## config.mk

```make
export PLATFORM = sky130hd
export DESIGN_NAME = csed_front
export DESIGN_NICKNAME = d
export VERILOG_FILES = /design/src/design/color_sobel_edge_detector_assert.svh /design/src/design/csed_pkg.sv /design/src/design/csed_front.sv
export SDC_FILE = /design/constraint.sdc
export NUM_CORES = 1
export LEC_CHECK = 0
export ABC_AREA = 1
export BUFFER_PORTS_ARGS = -buffer_cell sky130_fd_sc_hd__buf_4
export CORE_UTILIZATION = 35
export DETAILED_ROUTE_END_ITERATION = 16
export PLACE_DENSITY_LB_ADDON = 0.05
export SYNTH_ARGS = -nofsm -noshare
export SYNTH_HDL_FRONTEND = slang
export SYNTH_SLANG_ARGS = --single-unit
```

## constraint.sdc

```tcl
create_clock -name aclk -period 3.2 [get_ports aclk]
set_input_delay 0.16 -clock aclk [delete_from_list [all_inputs] [get_ports aclk]]
set_output_delay 0.16 -clock aclk [all_outputs]
set_load 0.005 [all_outputs]
```

## src/design/color_sobel_edge_detector_assert.svh

```systemverilog
// Assertion macros for the color Sobel edge detector.
`ifndef COLOR_SOBEL_EDGE_DETECTOR_ASSERT_SVH
`define COLOR_SOBEL_EDGE_DETECTOR_ASSERT_SVH

`ifndef SYNTHESIS
// A property that must hold at every clock edge outside reset.
`define CSED_ASSERT_ALWAYS(label, clk, rstn, prop, msg) \
    label: assert property (@(posedge clk) disable iff (!rstn) (prop)) else $error(msg);
// A property that must hold in the clock after a condition was seen.
`define CSED_ASSERT_NEXT(label, clk, rstn, cond, prop, msg) \
    label: assert property (@(posedge clk) disable iff (!rstn) (cond) |=> (prop)) else $error(msg);
`else
`define CSED_ASSERT_ALWAYS(label, clk, rstn, prop, msg)
`define CSED_ASSERT_NEXT(label, clk, rstn, cond, prop, msg)
`endif

`endif

```

## src/design/csed_pkg.sv

```systemverilog
// Shared constants and types of the color Sobel edge detector.
package csed_pkg;

    localparam int CHAN_W       = 8;
    localparam int PIX_W        = 3 * CHAN_W;
    localparam int COL_OUT_W    = 10;
    localparam int ROW_W        = 12;
    localparam int EDGE_W       = 8;
    localparam int WIDTH_REG_W  = 11;
    localparam int HEIGHT_REG_W = 13;
    localparam int CFG_ADDR_W   = 2;
    localparam int CFG_DATA_W   = 13;
    localparam int MAX_WIDTH_DEFAULT = 1024;
    localparam int HEIGHT_LIMIT = 4096;
    localparam int WIDTH_RESET  = 640;
    localparam int HEIGHT_RESET = 480;
    localparam int QUEUE_DEPTH  = 4;
    localparam int EDGE_SAT     = 255;

    typedef enum logic [CFG_ADDR_W-1:0] {
        CFG_IMAGE_WIDTH  = 2'd0,
        CFG_IMAGE_HEIGHT = 2'd1,
        CFG_MAX_MODE     = 2'd2
    } cfg_index_t;

    // One configuration write as seen by the front and back parts.
    typedef struct packed {
        logic                  we;
        logic [CFG_ADDR_W-1:0] addr;
        logic [CFG_DATA_W-1:0] data;
    } cfg_wr_t;

    // Fill status of the queue between front and back.
    typedef struct packed {
        logic empty;
        logic full;
    } qstat_t;

endpackage

```

## src/design/csed_front.sv

```systemverilog
// Front part: frame geometry registers, position counters and border classification.
module csed_front #(
    parameter int MAX_WIDTH = csed_pkg::MAX_WIDTH_DEFAULT
) (
    input  logic                      aclk,
    input  logic                      aresetn,
    input  csed_pkg::cfg_wr_t         cfg,
    input  logic                      s_valid,
    input  logic [csed_pkg::PIX_W-1:0] s_pixel,
    input  logic                      q_ready,
    output logic                      q_push,
    output logic [csed_pkg::PIX_W + $clog2(MAX_WIDTH) + csed_pkg::COL_OUT_W
                  + csed_pkg::ROW_W : 0] q_data
);

    localparam int CW   = $clog2(MAX_WIDTH);
    localparam int WUW  = $clog2(MAX_WIDTH + 1);
    localparam int CMPW = (WUW > csed_pkg::WIDTH_REG_W) ? WUW : csed_pkg::WIDTH_REG_W;
    localparam int HW   = csed_pkg::HEIGHT_REG_W;
    localparam int RW   = csed_pkg::ROW_W;

    logic [csed_pkg::WIDTH_REG_W-1:0] width_reg, width_next;
    logic [HW-1:0]                    height_reg, height_next;
    logic [CW-1:0]                    col_reg, col_next;
    logic [RW-1:0]                    row_reg, row_next;

    logic [CMPW-1:0] w_ext, w_use;
    logic [HW-1:0]   h_use;
    logic            col_last, row_last, emit;
    logic [CW-1:0]   col_m1;
    logic [RW-1:0]   row_m1;

    // Width and height in use are the registers clamped to the legal range.
    always_comb begin
        w_ext = CMPW'(width_reg);
        if (w_ext < CMPW'(3)) begin
            w_use = CMPW'(3);
        end else if (w_ext > CMPW'(MAX_WIDTH)) begin
            w_use = CMPW'(MAX_WIDTH);
        end else begin
            w_use = w_ext;
        end
        if (height_reg < HW'(3)) begin
            h_use = HW'(3);
        end else if (height_reg > HW'(csed_pkg::HEIGHT_LIMIT)) begin
            h_use = HW'(csed_pkg::HEIGHT_LIMIT);
        end else begin
            h_use = height_reg;
        end
    end

    assign col_last = (CMPW'(col_reg) == (w_use - CMPW'(1)));
    assign row_last = (HW'(row_reg) == (h_use - HW'(1)));
    assign emit     = (col_reg >= CW'(2)) && (row_reg >= RW'(2));
    assign col_m1   = col_reg - CW'(1);
    assign row_m1   = row_reg - RW'(1);
    assign q_push   = s_valid && q_ready;
    assign q_data   = {emit, row_m1, csed_pkg::COL_OUT_W'(col_m1), col_reg, s_pixel};

    always_comb begin
        width_next  = width_reg;
        height_next = height_reg;
        col_next    = col_reg;
        row_next    = row_reg;
        if (q_push) begin
            if (col_last) begin
                col_next = '0;
                row_next = row_last ? '0 : row_reg + RW'(1);
            end else begin
                col_next = col_reg + CW'(1);
            end
        end
        if (cfg.we) begin
            case (cfg.addr)
                csed_pkg::CFG_IMAGE_WIDTH: begin
                    width_next = cfg.data[csed_pkg::WIDTH_REG_W-1:0];
                    col_next   = '0;
                    row_next   = '0;
                end
                csed_pkg::CFG_IMAGE_HEIGHT: begin
                    height_next = cfg.data[HW-1:0];
                    col_next    = '0;
                    row_next    = '0;
                end
                default: begin
                end
            endcase
        end
    end

    always_ff @(posedge aclk) begin
        if (!aresetn) begin
            width_reg  <= csed_pkg::WIDTH_REG_W'(csed_pkg::WIDTH_RESET);
            height_reg <= HW'(csed_pkg::HEIGHT_RESET);
            col_reg    <= '0;
            row_reg    <= '0;
        end else begin
            width_reg  <= width_next;
            height_reg <= height_next;
            col_reg    <= col_next;
            row_reg    <= row_next;
        end
    end

endmodule

```

; ---- Yosys cells after proc, flatten, opt, wreduce, memory -nomap -nowiden
; Cells that the tools add are included.
; Widths: inputs -> output; s select.
[word_totals]
latchBits = 0
word_cells = 38
output_inout_bits = 58
memories = 0
inputBits = 44
mem_bits_ro = 0
mem_bits_rw = 0
register_bits = 46
[classes]
n_reduce_logical = 6
n_div = 0
order_cmp = 6
eq_ne = 3
bitwise_logic = 0
n_mul = 0
n_addsub = 6
mux = 13
shifts = 0
[op_table]
columns = cell, n
row1 = $mux 12, 5
row2 = $mux 10, 4
row3 = $mux 13, 2
row4 = $mux 11, 2
row5 = $eq 12x13->1, 1
row6 = $gt 13x13->1 const B, 1
row7 = $lt 13x2->1 const B, 1
row8 = $sub 13x1->13 const B, 1
row9 = $add 12x1->12 const B, 1
row10 = $ge 12x2->1 const B, 1
row11 = $sub 12x1->12 const B, 1
row12 = $eq 10x11->1, 1
row13 = $gt 11x11->1 const B, 1
row14 = $lt 11x2->1 const B, 1
row15 = $sub 11x1->11 const B, 1
row16 = $add 10x1->10 const B, 1
row17 = $ge 10x2->1 const B, 1
row18 = $sub 10x1->10 const B, 1
row19 = $reduce_and 2->1, 2
row20 = $eq 2x1->1 const B, 1
row21 = $logic_and 1x1->1, 2
row22 = $logic_not 2->1, 1
row23 = $reduce_or 2->1, 1

; ---- Depth between registers and ports, before layout
[logic_depth]
ltp_word = 10
depth_mapped = 24
mapped_depth_nobuf = 22

; ---- Worst setup path after synthesis
; OpenSTA, ideal clock, no wires.
[synth_path]
kind = register to register
start = register width_reg (netlist bit w_ext[5])
end = register row_reg[0]
path_slack_ps = 699
n_path_buf = 2
stages_incl_launch_ff = 20
arrival_time_ps = 2384
t_required_ps = 3083
period_less_slack_ps = 2501
setup_ps = 117
path_cell_list = dfxtp_1 > buf_2 > nor2_4 > nand3_2 > o21ai_2 > buf_6 > nand2_2 > nand2_1 > inv_1 > ha_1 > xor2_1 > nand3_1 > nor2_1 > nand2_1 > a21oi_2 > nand3_4 > nor2_4 > inv_2 > o21ai_0 > nor2_1
[synth_via]
elab_chain_cells = 9
word_cells_on_any_way = 10
cone_classes = add/sub (1) / order compare (2) / eq/ne (1) / mux (6)
[synth_lines]
columns = item, line
row1 = "start, declared", csed_front.sv:22  ; logic [csed_pkg::WIDTH_REG_W-1:0] width_reg, width_next;
row2 = "start signal, assigned", csed_front.sv:93  ; width_reg <= csed_pkg::WIDTH_REG_W'(csed_pkg::WIDTH_RESET);
row3 = "start signal, assigned", csed_front.sv:98  ; width_reg <= width_next;
row4 = $gt 11x11->1, csed_front.sv:38  ; end else if (w_ext > CMPW'(MAX_WIDTH)) begin
row5 = $mux 11, csed_front.sv:38
row6 = $mux 11 (*), csed_front.sv:36  ; if (w_ext < CMPW'(3)) begin
row7 = $sub 11x1->11 (*), csed_front.sv:52  ; assign col_last = (CMPW'(col_reg) == (w_use - CMPW'(1)));
row8 = $eq 10x11->1 (*), csed_front.sv:52
row9 = $mux 12 (*), csed_front.sv:66  ; if (col_last) begin
row10 = $mux 12 (*), csed_front.sv:65  ; if (q_push) begin
row11 = $mux 12, csed_front.sv:74  ; case (cfg.addr)
row12 = $mux 12 (*), csed_front.sv:73  ; if (cfg.we) begin
row13 = "end signal, assigned", csed_front.sv:101  ; row_reg <= row_next;
row14 = "end, declared", csed_front.sv:25  ; logic [RW-1:0] row_reg, row_next;
; Every way passes the cells marked *; elsewhere a longest branch is shown, timed or not.
; A chain may end at the register's enable or synchronous reset.

; ---- Worst setup path in the final report
[layout_path]
start = register width_reg (netlist bit w_ext[5])
end = register col_reg[2]
[layout_via]
elab_chain_cells = 9
word_cells_on_any_way = 10
cone_classes = add/sub (1) / order compare (2) / eq/ne (1) / mux (6)
[layout_lines]
columns = item, line
row1 = $gt 11x11->1, csed_front.sv:38
row2 = $mux 11, csed_front.sv:38
row3 = $mux 11 (*), csed_front.sv:36
row4 = $sub 11x1->11 (*), csed_front.sv:52
row5 = $eq 10x11->1 (*), csed_front.sv:52
row6 = $mux 10 (*), csed_front.sv:66
row7 = $mux 10 (*), csed_front.sv:65
row8 = $mux 10, csed_front.sv:74
row9 = $mux 10 (*), csed_front.sv:73
row10 = "end signal, assigned", csed_front.sv:100  ; col_reg <= col_next;
row11 = "end, declared", csed_front.sv:24  ; logic [CW-1:0] col_reg, col_next;
; Marked as above.

==> impl_metrics.toml <==
[sta]
clock.fmax_mhz = 344
period_needed_ps = 2900
worst_pin_slew_ps = 621
rsz0062_at_grt = "no"
setup_violations = 0
fin_setup_tns_ps = 0
finalCritPeriodShare_pct = 90.7
hold_viol_final = 0
finClkSkew_ps = 9.14
report.final.slew_viol_count = 0
whs_ps = 89.2
relSlewSlack_pct = 58.5

[clocking]
ctsResizeCount = 0
cts_setup_buffers = 0
ctsHoldBuffers = 0
cts_made_buffers = 5
clock-sinks = 46
clockRootBuffer = "clkbuf_16"
clkLatencyLatePin_ps = 280
clk_pin_slew_worst_paths_ps = 60
clockBufferDepth = 2
cts_tree = "yes"
cts_htree_levels = 2

[yosys]
synthDistinctLibCells = 36
syn_area_sq_um = 4010
avgSynthCellArea_sq_um = 6.00
ys.flop_type = "dfxtp_1"
synth_edf_count = 0
synth-seq-cells = 46
syn_nets = 720
netlist_instances = 668
yosysSeqAreaShare_pct = 23.0
ys_async_sr_fraction_pct = 0
yosys_warnings = 0

[outcome]
status = "finished clean"

[worst_setup_path]
cp.depth = 16
cp.arrival_ps = 3060
critical_path.top_delay_family = "simple AND/OR/NAND/NOR gates"
crit_buf_inv = 1
path_cells = "nor2_1 > nand2_1 > nor2_1 > a21oi_1 > ha_1 > nand2_2 > nor2_2 > nand2_1 > nand2_1 > nand2_1 > nor2_2 > nand3_4 > nor2_4 > inv_2 > nand2_2 > nor3b_1"
cp_slowest_stage_delay_ps = 540
worst_ep_required_time_ps = 3360
cp-end-kind = "flop"
crit_top_cell = "nand2_1"
crit_start = "w_ext[5]$_SDFFE_PN0P_"
slowest_stage = "dfxtp_1"
r2r_cells = 16
reg2reg_from = "w_ext[5]$_SDFFE_PN0P_"
startpoint_type = "flop"
crit_type = "flop to flop"
path_max_fanout = 9

[placed_design]
place.gp.congestion = 0.842
port_buffers = 53
dp_hpwl_mm = 9.05

[floorplan]
core_sq_um = 11000
die_w_um = 109
io_pins = 102
num_rows = 38
start_util_pct = 36.5
die-area_sq_um = 11900
die_h_um = 109

[layout]
fillers = 1224
layout_commonest_cell = "nand2_1"
layout.nets = 736
diodes = 0
mostFrequentLayoutCells = "nand2_1 (186), nor2_1 (80), inv_1 (79), nand3_1 (61), buf_4 (56)"
regArea_sq_um = 921
drive_gt1_share_pct = 13.4
syn2layout_area_growth_pct = 11.9
multi_input_area_sq_um = 2460
largest_reg_flops = 13

[job]
cap_violations = 0

[global_routing]
grt_pass1_wl_mm = 18.9
overflow = 0
grt_start_max_net_pins = 23
grt_pass1_vias = 3890
antenna_found_initial = 0
grtUsageTotal_pct = 20.2

[hold_path]
hp-class = "input port to flop"
hold_depth = 3
worstHoldStart = "cfg[8]"

[drt]
avgRoutedWirePerCell_um = 13.5
routed_via_density = 4.86
drt_iter0_drc = 194
num_vias = 4011
drc = 0
dr.pass1.iters = 5
wirelength_mm = 11.2
antenna_left = 0

[power_and_ir_drop]
peakVddDrop_uv = 209
power_density_nw_per_um2 = 358
leakage_nw = 2.12
-- cells in the mapped netlist, types with 3 or more instances --
| library cell | count | area, sq um |
|---|---|---|
| a21oi_1 | 24 | 120 |
| buf_2 | 6 | 30.0 |
| buf_4 | 25 | 188 |
| buf_6 | 3 | 33.8 |
| clkbuf_1 | 12 | 45.0 |
| dfxtp_1 | 46 | 921 |
| ha_1 | 8 | 100 |
| inv_1 | 79 | 297 |
| inv_2 | 3 | 11.3 |
| nand2_1 | 186 | 698 |
| nand2_2 | 4 | 25.0 |
| nand3_1 | 61 | 305 |
| nand3_2 | 3 | 30.0 |
| nand3b_1 | 3 | 22.5 |
| nand4_1 | 5 | 31.3 |
| nor2_1 | 80 | 300 |
| nor2_2 | 9 | 56.3 |
| nor3_1 | 15 | 75.1 |
| o21ai_0 | 35 | 175 |
| o21ai_2 | 3 | 26.3 |
| o31ai_1 | 3 | 22.5 |
| o41ai_1 | 5 | 43.8 |
| xor2_1 | 33 | 289 |
-- final cells by class --
| type | count | area share [%] |
|---|---|---|
| Multi-Input combinational cell | 492 | 54.8 |
| Sequential cell | 46 | 20.5 |
| Timing Repair Buffer | 56 | 9.37 |
| Inverter | 83 | 6.94 |
| Tap cell | 140 | 3.90 |
| Clock buffer | 6 | 3.10 |
| Clock inverter | 2 | 1.34 |
-- path summary, 6_finish.rpt --
kind / end / slack [ps]
worst max-delay path: col_reg[2]$_SDFF_PN0_ / 300
worst min-delay path: height_reg[8]$_SDFFE_PN1P_ / 90
worst max register to register: col_reg[2]$_SDFF_PN0_ / 300
worst min register to register: height_reg[1]$_SDFFE_PN0P_ / 500
-- logic make-up (layout without fill, tap and decap cells) --
group,count (synthesis),in the layout,synth area share (%)
AO/OA/AOI/OAI,76,76,10.9
buffers and inverters,130,147,15.7
XOR/XNOR,35,35,7.83
adder cells (fa/ha/maj),8,8,2.50
AND/OR/NAND/NOR,373,373,40.2
flip-flops,46,46,23.0
-- where the power goes --
group / internal (mW) / switching [mW]
Clock: 0.469 / 0.219
Combinational: 0.117 / 0.189
Sequential: 0.588 / 0.0260
Total: 1.17 / 0.434
-- worst register-to-register path: stages (launching register included) --
cell and delay, ps:
dfxtp_1 540, nor2_1 100, nand2_1 70, nor2_1 60, a21oi_1 240, ha_1 330, nand2_2 130, nor2_2 160
nand2_1 130, nand2_1 80, nand2_1 80, nor2_2 160, nand3_4 130, nor2_4 190, inv_2 110, nand2_2 190
nor3b_1 80
-- metal layers --
layer | vias to the layer above | GRT usage [%] | part of all wire [%]
li1 | 2116 | - | -
met1 | 1815 | 26.6 | 48
met2 | 64 | 34.0 | 47
met3 | 16 | 2.33 | 3.4
met4 | 0 | 7.24 | 1.7
met5 | - | 0 | 0
-- stage by stage --
step	total power, mW	utilization, %	instance area, sq um	setup WS, ps	std cells
after global routing	1.70	40.9	4490	38.4	825
after floorplan	0.870	-	4010	699	668
after detailed placement	0.932	39.0	4290	282	817
after global placement	0.933	39.0	4290	288	817
after CTS	1.62	40.9	4490	262	825
final	1.61	40.9	4490	296	825
Note: power is estimated with default switching activity, not from simulation.
