$ cat src/design/color_sobel_edge_detector_assert.svh
// Assertion macros for the color Sobel edge detector.
`ifndef COLOR_SOBEL_EDGE_DETECTOR_ASSERT_SVH
`define COLOR_SOBEL_EDGE_DETECTOR_ASSERT_SVH

`ifndef SYNTHESIS
// A property that must hold at every clock edge outside reset.
`define CSED_ASSERT_ALWAYS(label, clk, rstn, prop, msg) \
    label: assert property (@(posedge clk) disable iff (!rstn) (prop)) else $error(msg);
// A property that must hold in the clock after a condition was seen.
`define CSED_ASSERT_NEXT(label, clk, rstn, cond, prop, msg) \
    label: assert property (@(posedge clk) disable iff (!rstn) (cond) |=> (prop)) else $error(msg);
`else
`define CSED_ASSERT_ALWAYS(label, clk, rstn, prop, msg)
`define CSED_ASSERT_NEXT(label, clk, rstn, cond, prop, msg)
`endif

`endif

$ cat src/design/csed_pkg.sv
// Shared constants and types of the color Sobel edge detector.
package csed_pkg;

    localparam int CHAN_W       = 8;
    localparam int PIX_W        = 3 * CHAN_W;
    localparam int COL_OUT_W    = 10;
    localparam int ROW_W        = 12;
    localparam int EDGE_W       = 8;
    localparam int WIDTH_REG_W  = 11;
    localparam int HEIGHT_REG_W = 13;
    localparam int CFG_ADDR_W   = 2;
    localparam int CFG_DATA_W   = 13;
    localparam int MAX_WIDTH_DEFAULT = 1024;
    localparam int HEIGHT_LIMIT = 4096;
    localparam int WIDTH_RESET  = 640;
    localparam int HEIGHT_RESET = 480;
    localparam int QUEUE_DEPTH  = 4;
    localparam int EDGE_SAT     = 255;

    typedef enum logic [CFG_ADDR_W-1:0] {
        CFG_IMAGE_WIDTH  = 2'd0,
        CFG_IMAGE_HEIGHT = 2'd1,
        CFG_MAX_MODE     = 2'd2
    } cfg_index_t;

    // One configuration write as seen by the front and back parts.
    typedef struct packed {
        logic                  we;
        logic [CFG_ADDR_W-1:0] addr;
        logic [CFG_DATA_W-1:0] data;
    } cfg_wr_t;

    // Fill status of the queue between front and back.
    typedef struct packed {
        logic empty;
        logic full;
    } qstat_t;

endpackage

$ cat src/design/csed_queue.sv
// Small first-in first-out queue between the front and the back part.
module csed_queue #(
    parameter int DW = 8
) (
    input  logic            aclk,
    input  logic            aresetn,
    input  logic            wr_en,
    input  logic [DW-1:0]   wr_data,
    input  logic            rd_en,
    output logic [DW-1:0]   rd_data,
    output csed_pkg::qstat_t stat
);

    localparam int DEPTH = csed_pkg::QUEUE_DEPTH;
    localparam int PW    = $clog2(DEPTH);

    logic [DW-1:0] mem_reg [DEPTH];
    logic [PW-1:0] wr_ptr_reg, wr_ptr_next;
    logic [PW-1:0] rd_ptr_reg, rd_ptr_next;
    logic [PW:0]   count_reg, count_next;
    logic          do_wr, do_rd;

    assign stat.empty = (count_reg == '0);
    assign stat.full  = (count_reg == (PW+1)'(DEPTH));
    assign do_wr      = wr_en && !stat.full;
    assign do_rd      = rd_en && !stat.empty;
    assign rd_data    = mem_reg[rd_ptr_reg];

    always_comb begin
        wr_ptr_next = wr_ptr_reg;
        rd_ptr_next = rd_ptr_reg;
        count_next  = count_reg;
        if (do_wr) begin
            wr_ptr_next = (wr_ptr_reg == PW'(DEPTH - 1)) ? '0 : wr_ptr_reg + PW'(1);
        end
        if (do_rd) begin
            rd_ptr_next = (rd_ptr_reg == PW'(DEPTH - 1)) ? '0 : rd_ptr_reg + PW'(1);
        end
        if (do_wr && !do_rd) begin
            count_next = count_reg + (PW+1)'(1);
        end else if (do_rd && !do_wr) begin
            count_next = count_reg - (PW+1)'(1);
        end
    end

    always_ff @(posedge aclk) begin
        if (!aresetn) begin
            wr_ptr_reg <= '0;
            rd_ptr_reg <= '0;
            count_reg  <= '0;
        end else begin
            wr_ptr_reg <= wr_ptr_next;
            rd_ptr_reg <= rd_ptr_next;
            count_reg  <= count_next;
        end
    end

    always_ff @(posedge aclk) begin
        if (do_wr) begin
            mem_reg[wr_ptr_reg] <= wr_data;
        end
    end

endmodule

$ cat config.mk
export PLATFORM = sky130hd
export DESIGN_NAME = csed_queue
export DESIGN_NICKNAME = d
export VERILOG_FILES = /design/src/design/color_sobel_edge_detector_assert.svh /design/src/design/csed_pkg.sv /design/src/design/csed_queue.sv
export SDC_FILE = /design/constraint.sdc
export NUM_CORES = 1
export LEC_CHECK = 0
export ABC_AREA = 1
export BUFFER_PORTS_ARGS = -buffer_cell sky130_fd_sc_hd__buf_2
export CORE_MARGIN = 5
export CORE_UTILIZATION = 55
export DETAILED_ROUTE_END_ITERATION = 6
export PLACE_DENSITY = 0.77
export SYNTH_ARGS = -nofsm -noshare
export SYNTH_HDL_FRONTEND = slang
export SYNTH_SLANG_ARGS = --single-unit
$ cat constraint.sdc
create_clock -name aclk -period 2.4 [get_ports aclk]
set_input_delay 0.24 -clock aclk [delete_from_list [all_inputs] [get_ports aclk]]
set_output_delay 0.24 -clock aclk [all_outputs]
set_load 0.05 [all_outputs]
### Word level (Yosys, flattened, before mapping)

Memory sizes are Yosys's and may differ from the RTL's. A register that Yosys moved wholly into a read port is not among the register bits.
Cells that the tools add are included.

* flip-flop bits (word level): 7
* RAM bits: 32
* memories kept: 1

Memory list
* mem_reg: words 4, width 8, read ports 1, clocked after Yosys merged registers in 1, wr ports 1, line csed_queue.sv:17 `logic [DW-1:0] mem_reg [DEPTH];`

* add/sub/neg operators: 4
* equal/unequal tests: 3
* multiplexer cells: 8
* reductions and logical operators: 10

Operator list (count)
* $mux 2: 4
* $mux 3: 2
* $add 2x1->2 const B: 2
* $eq 2x2->1 const B: 2
* $logic_and 1x1->1: 4
* $logic_not 1->1: 4
* $add 3x1->3 const B: 1
* $eq 3x3->1 const B: 1
* $logic_not 3->1: 1
* $sub 3x1->3 const B: 1
* $mux 1: 2
* $reduce_bool 2->1: 1

### Logic depth before layout (Yosys ltp)

Gate-level depths: netlist of run 1.

* word-level depth: 7
* depth in mapped cells: 13
* gate-level depth less buffers: 13

### Least setup slack after synthesis of run 1

No wires, ideal clock.

* path kind: reg-to-reg
* start: register count_reg[1]
* end: register count_reg[1]
* arrival: 1.574 ns
* required time: 2.284 ns
* path slack: 0.710 ns
* cell stages (with the launch flop): 10
* clock period less this slack: 1.690 ns
* cells stage by stage: dfxtp_1 > nor2_1 > nand2_1 > nand2_2 > inv_1 > ha_1 > inv_1 > fa_1 > o21ai_0 > nor2_1

* elaborated cells between the ends (all ways): 15
* classes of those cells: 2 x add/sub; 1 x eq/ne; 2 x mux; 10 x reduce/logical

RTL lines
* from (decl): line csed_queue.sv:20 `logic [PW:0] count_reg, count_next;`
* from (signal assigned): line csed_queue.sv:54 `count_reg <= count_next;`
* $eq 3x3->1: line csed_queue.sv:24 `assign stat.full = (count_reg == (PW+1)'(DEPTH));`
* $logic_not 1->1: line csed_queue.sv:25 `assign do_wr = wr_en && !stat.full;`
* $logic_and 1x1->1: line csed_queue.sv:25
* net do_wr: line csed_queue.sv:21 `logic do_wr, do_rd;`
* $logic_and 1x1->1: line csed_queue.sv:39 `if (do_wr && !do_rd) begin`
* $mux 3: line csed_queue.sv:39
* net count_next[1]: line csed_queue.sv:20

The timed path passes the listed nets, and every way through them passes these cells. The select of a mux whose other input is x is not followed.
A chain may end at the register's enable or synchronous reset.

==> impl_metrics.toml, run 1 <==
[run_status]
status = "finished, final reports clean"

[synthesis]
mappedNetlistArea_mm2 = 0.00169
ys_seq_elements = 41
ys_warn_count = 0
synth_nets = 167
synth_top_cell_by_area = "edfxtp_1"
synth_area_leaders = "edfxtp_1, dfxtp_1, nor2_1"
syn_inst = 148
synth_top_area_share_pct = 56.8
syn_area_per_cell_um2 = 11.4
ys_seq_area_share_pct = 67.4
synth_cell_types = 18

[cells_and_area]
stdcell_area_mm2 = 0.00190
nets = 197
n_fill_cell = 248
largest_reg_flops = 32
syn_to_final_growth_pct = 12.0
diodes = 0
drive_above_1_share_pct = 20.1
final_cells = 212
final_common_cell = "nor2_1"
final_cell_mix = "nor2_1, edfxtp_1, buf_2"
finalCoreUtilization_pct = 63.2

[timing]
setup_ws_ns = 0.250
hold_viol_final = 0
slew_headroom_pct = 58.6
timing.setup.tns_ns = 0
finalClockSkew_ns = 0.00877
rsz0062_at_grt = "false"
fin_crit_sh_pct = 89.6
tightest_slew_ns = 0.620
max_freq_mhz = 465
min_period_ns = 2.15
drv_slew = 0
setup-violations-final = 0
whs_ns = 0.101

[route]
ant_nets = 0
drt_wl_total_um = 3180
drcViolationCount = 0
drt_first_pass_iters = 4
vias = 1135
viasPerCell = 5.35
drt-initial-drc-count = 49
wl_per_cell_um = 15.0

[die]
die_width_um = 65.5
core_mm2 = 0.00300
die_h_um = 65.5
rows = 20
start_util_pct = 56.4
dieArea_mm2 = 0.00429
io_pins = 22

[power_and_ir_drop]
seqPwrFrac_pct = 43.4
peakVddDrop_v = 0.000766
p_leak_nw = 0.783
swShare_pct = 44.8
switching_power_mw = 1.01
clockPowerShare_pct = 14.0
internal-power_mw = 1.24
powerDensity_mw_per_mm2 = 1190
total_power_mw = 2.25
pwr-share-comb_pct = 42.6

[placement]
placed_area_mm2 = 0.00185
placement.setup.worst_slack_ns = 0.510
port_buffers = 21
gp_congestion = 0.763
dpl.cell_count = 204
dp_hpwl_um = 2220

[clocking]
clkTransAtPathRegs_ns = 0.11
numCtsBuffers = 5
clk_latency_ns = 0.35
cts_tree = "yes"
clockBufferDepth = 2
post_cts_buffers = 0
cts-root-buf = "clkbuf_4"
clock-sinks = 41
cts_htree_levels = 2
ctsResizeCount = 0
ctsHoldBuffers = 0

[critical_path]
cp_max_fo = 17
arrival_ns = 1.91
worstPathRequired_ns = 2.16
end_kind = "output port"
worstSetupStartpointType = "flop"
path_class = "reg2out"

[grt]
grt_usage_pct = 17.1
antenna_found_initial = 0
grt_pass1_vias = 1208
grt-ovfl-total = 0
grt_pass1_wl_um = 5230
grt_start_max_net_pins = 18

[flow_run]
drv_cap = 0

[hold_path]
hold_class = "in2reg"
[cell type report]
class | count | area (um^2) | area share (%)
Clock buffer | 5 | 37.5 | 1.98
Clock inverter | 3 | 12.5 | 0.660
Inverter | 19 | 71.3 | 3.76
Multi-Input combinational cell | 86 | 458 | 24.1
Sequential cell | 41 | 1140 | 60.2
Tap cell | 33 | 41.3 | 2.18
Timing Repair Buffer | 25 | 135 | 7.12
[metal layers]
metal	track usage [%]	vias up	wire [um]
met3	7.18	7	152
met1	17.0	541	1260
met4	9.59	0	74
met2	29.8	23	1690
li1	-	564	-
met5	0	-	0
[cells in the mapped netlist]
cell type,instances
nor2_1,33
edfxtp_1,32
inv_1,18
nand2_1,14
o21ai_0,14
dfxtp_1,9
o22ai_1,8
ha_1,6
o21ai_2,3
a21oi_1,2
buf_6,2
fa_1,1
inv_2,1
nand2_2,1
nand3_1,1
nand3b_1,1
nand4_1,1
o21ai_1,1
[power by group through the flow]
stage / clock network (mW) / logic (mW) / registers [mW]
floorplan: 0 / 0.767 / 0.954
global placement: 0 / 0.920 / 0.984
detailed placement: 0 / 0.963 / 0.996
CTS: 0.328 / 0.969 / 0.979
global route: 0.357 / 1.05 / 0.995
finish: 0.315 / 0.957 / 0.977
[worst max-delay path, stage by stage, from the launching register on]
cell,delay (ns)
dfxtp_1,0.73
inv_2,0.27
o21ai_0,0.24
o22ai_1,0.10
buf_2,0.22
[final timing paths]
kind,to,cells after the start,start,slack (ns)
worst max-delay path,rd_data[0],4,flop,0.25
worst max register to register,count_reg[1],9,count_reg[1],0.49
worst min-delay path,mem_reg[3][3],1,wr_data[3],0.10
worst min register to register,count_reg[0],2,count_reg[0],0.53
[kinds of logic after synthesis]
family	Yosys count	share of synthesized area (%)
compound gates	28	9.53
fa+ha+maj	7	5.62
flops	41	67.4
simple gates	51	11.9
buf+inv	21	5.54
No activity file was read; power rests on OpenSTA's default activity.
==> run 2, diff against run 1 <==
Settings changed: CELL_PAD_IN_SITES_DETAIL_PLACEMENT from default to 0, CELL_PAD_IN_SITES_GLOBAL_PLACEMENT from default to 1, CORE_UTILIZATION 55 to 48, PLACE_DENSITY 0.77 to 0.83.
Clock period 2.4 ns to 2.6 ns, I/O delays scaled along.
==> run 2 against run 1 <==
Effect of this change: global-route usage is 3.5 points lower; clock-buffer cell count stayed put; critical path depth stayed put; clock skew is 0.0013 ns lower; sequential share of layout area is 1.8 points lower; hold slack better by 0.014 ns; utilization is 5.1 points lower; critical path type unchanged; critical endpoint is now rd_data[2].
==> impl_metrics.toml, run 2 (same netlist as run 1, synthesis figures left out) <==
[cells_and_area]
drive_above_1_share_pct = 20.3
final_common_cell = "nor2_1"
diodes = 0
final_cell_mix = "nor2_1, edfxtp_1, buf_2"
syn_to_final_growth_pct = 15.4
nets = 195
largest_reg_flops = 32

[route]
vias = 1094
drt_first_pass_iters = 4
drt_wl_total_um = 2970
wl_per_cell_um = 13.3
drt-initial-drc-count = 53
drcViolationCount = 0
ant_nets = 0
viasPerCell = 4.91

[placement]
gp_congestion = 0.790
port_buffers = 21
dp_hpwl_um = 2090
placement.setup.worst_slack_ns = 0.758

[timing]
rsz0062_at_grt = "false"
finalClockSkew_ns = 0.00743
hold_viol_final = 0
timing.setup.tns_ns = 0
fin_crit_sh_pct = 83.5
setup-violations-final = 0
drv_slew = 0
min_period_ns = 2.17
tightest_slew_ns = 0.764
max_freq_mhz = 461
slew_headroom_pct = 48.9
setup_ws_ns = 0.429

[clocking]
ctsResizeCount = 0
clockBufferDepth = 2
cts_tree = "yes"
ctsHoldBuffers = 0
clk_latency_ns = 0.35
post_cts_buffers = 0
numCtsBuffers = 5
clock-sinks = 41
cts-root-buf = "clkbuf_4"
cts_htree_levels = 2
clkTransAtPathRegs_ns = 0.12

[critical_path]
cp_max_fo = 17
arrival_ns = 1.91
r2r_slack_ns = 0.75
cp-endpoint = "rd_data[2]"
critPathTopFamily = "flip-flops"
r2r-start = "count_reg[1]"
critPathBufInv = 2
worstSetupStartpointType = "flop"
r2r_cells = 9
worstReg2RegEnd = "count_reg[1]"
worstPathRequired_ns = 2.34
path_depth = 4
cp_cell_sequence = "inv_2, o21ai_0, o22ai_1, buf_2"
end_kind = "output port"
cp_slowest_cell = "dfxtp_1"
slowest_delay_ns = 0.73
path_class = "reg2out"

[grt]
grt_pass1_vias = 1160
grt_pass1_wl_um = 5110
grt_start_max_net_pins = 18
antenna_found_initial = 0
grt-ovfl-total = 0
grt_usage_pct = 13.6

[flow_run]
drv_cap = 0

[die]
die_width_um = 69.4
die_h_um = 69.4
dieArea_mm2 = 0.00481
rows = 21
io_pins = 22
core_mm2 = 0.00336
start_util_pct = 50.3

[power_and_ir_drop]
internal-power_mw = 1.35
powerDensity_mw_per_mm2 = 1170
swShare_pct = 40.9
clockPowerShare_pct = 22.3
p_leak_nw = 0.798
pwr-share-comb_pct = 38.2
peakVddDrop_v = 0.000494
total_power_mw = 2.28
seqPwrFrac_pct = 39.5
switching_power_mw = 0.933

[run_status]
status = "finished, final reports clean"

[hold_path]
hold_class = "in2reg"
## run 2: worst min-delay path by stage
stage               startpoint       endpoint  slack (ns)  depth (start not counted)
finish              wr_data[4]  mem_reg[0][4]        0.12                          1
floorplan           wr_data[0]  mem_reg[0][0]        0.36                          0
CTS                 wr_data[4]  mem_reg[0][4]        0.11                          1
global route        wr_data[6]  mem_reg[2][6]        0.11                          1
detailed placement  wr_data[4]  mem_reg[0][4]        0.48                          1
global placement    wr_data[3]  mem_reg[3][3]        0.47                          1
## run 2: power by group through the flow
| stage | clock [mW] | combinational, mW | sequential [mW] |
|---|---|---|---|
| 2_1_floorplan | 0 | 0.708 | 0.880 |
| 3_3_place_gp | 0 | 0.854 | 0.910 |
| 3_5_place_dp | 0 | 0.881 | 0.919 |
| 4_1_cts | 0.519 | 0.884 | 0.903 |
| 5_1_grt | 0.540 | 0.971 | 0.918 |
| 6_report | 0.509 | 0.870 | 0.900 |
## run 2: per-layer routing
layer	GRT usage, %	routed length (um)	up-vias
met5	0	0	-
met2	22.6	1490	18
met3	5.22	128	4
met4	6.07	33	0
li1	-	-	557
met1	15.5	1310	515
## run 2: layout make-up
type / count / area [um^2]
clock buffer: 5 / 37.5
clock inverter: 3 / 68.8
fill: 308 / 1410
inverter: 19 / 71.3
multi-input combinational: 86 / 458
sequential: 41 / 1140
tap: 46 / 57.6
timing repair buffer: 23 / 120
## run 2: per-stage QoR
stage                     area (um^2)  hold slack, ns  std cells  util, %
after floorplan                  1690           0.359        148        -
after global placement           1850           0.470        215     54.9
after detailed placement         1850           0.479        215     54.9
after CTS                        1950           0.105        223     58.1
after global routing             1950           0.114        223     58.1
final                            1950           0.115        223     58.1
## run 2: worst register-to-register path, cell delays in order (launching register included)
cell     delay [ns]
dfxtp_1        0.36
nor2_1         0.15
nand2_1        0.13
nand2_2        0.14
inv_1          0.06
ha_1           0.20
inv_1          0.09
fa_1           0.42
o21ai_0        0.16
nor2_1         0.05
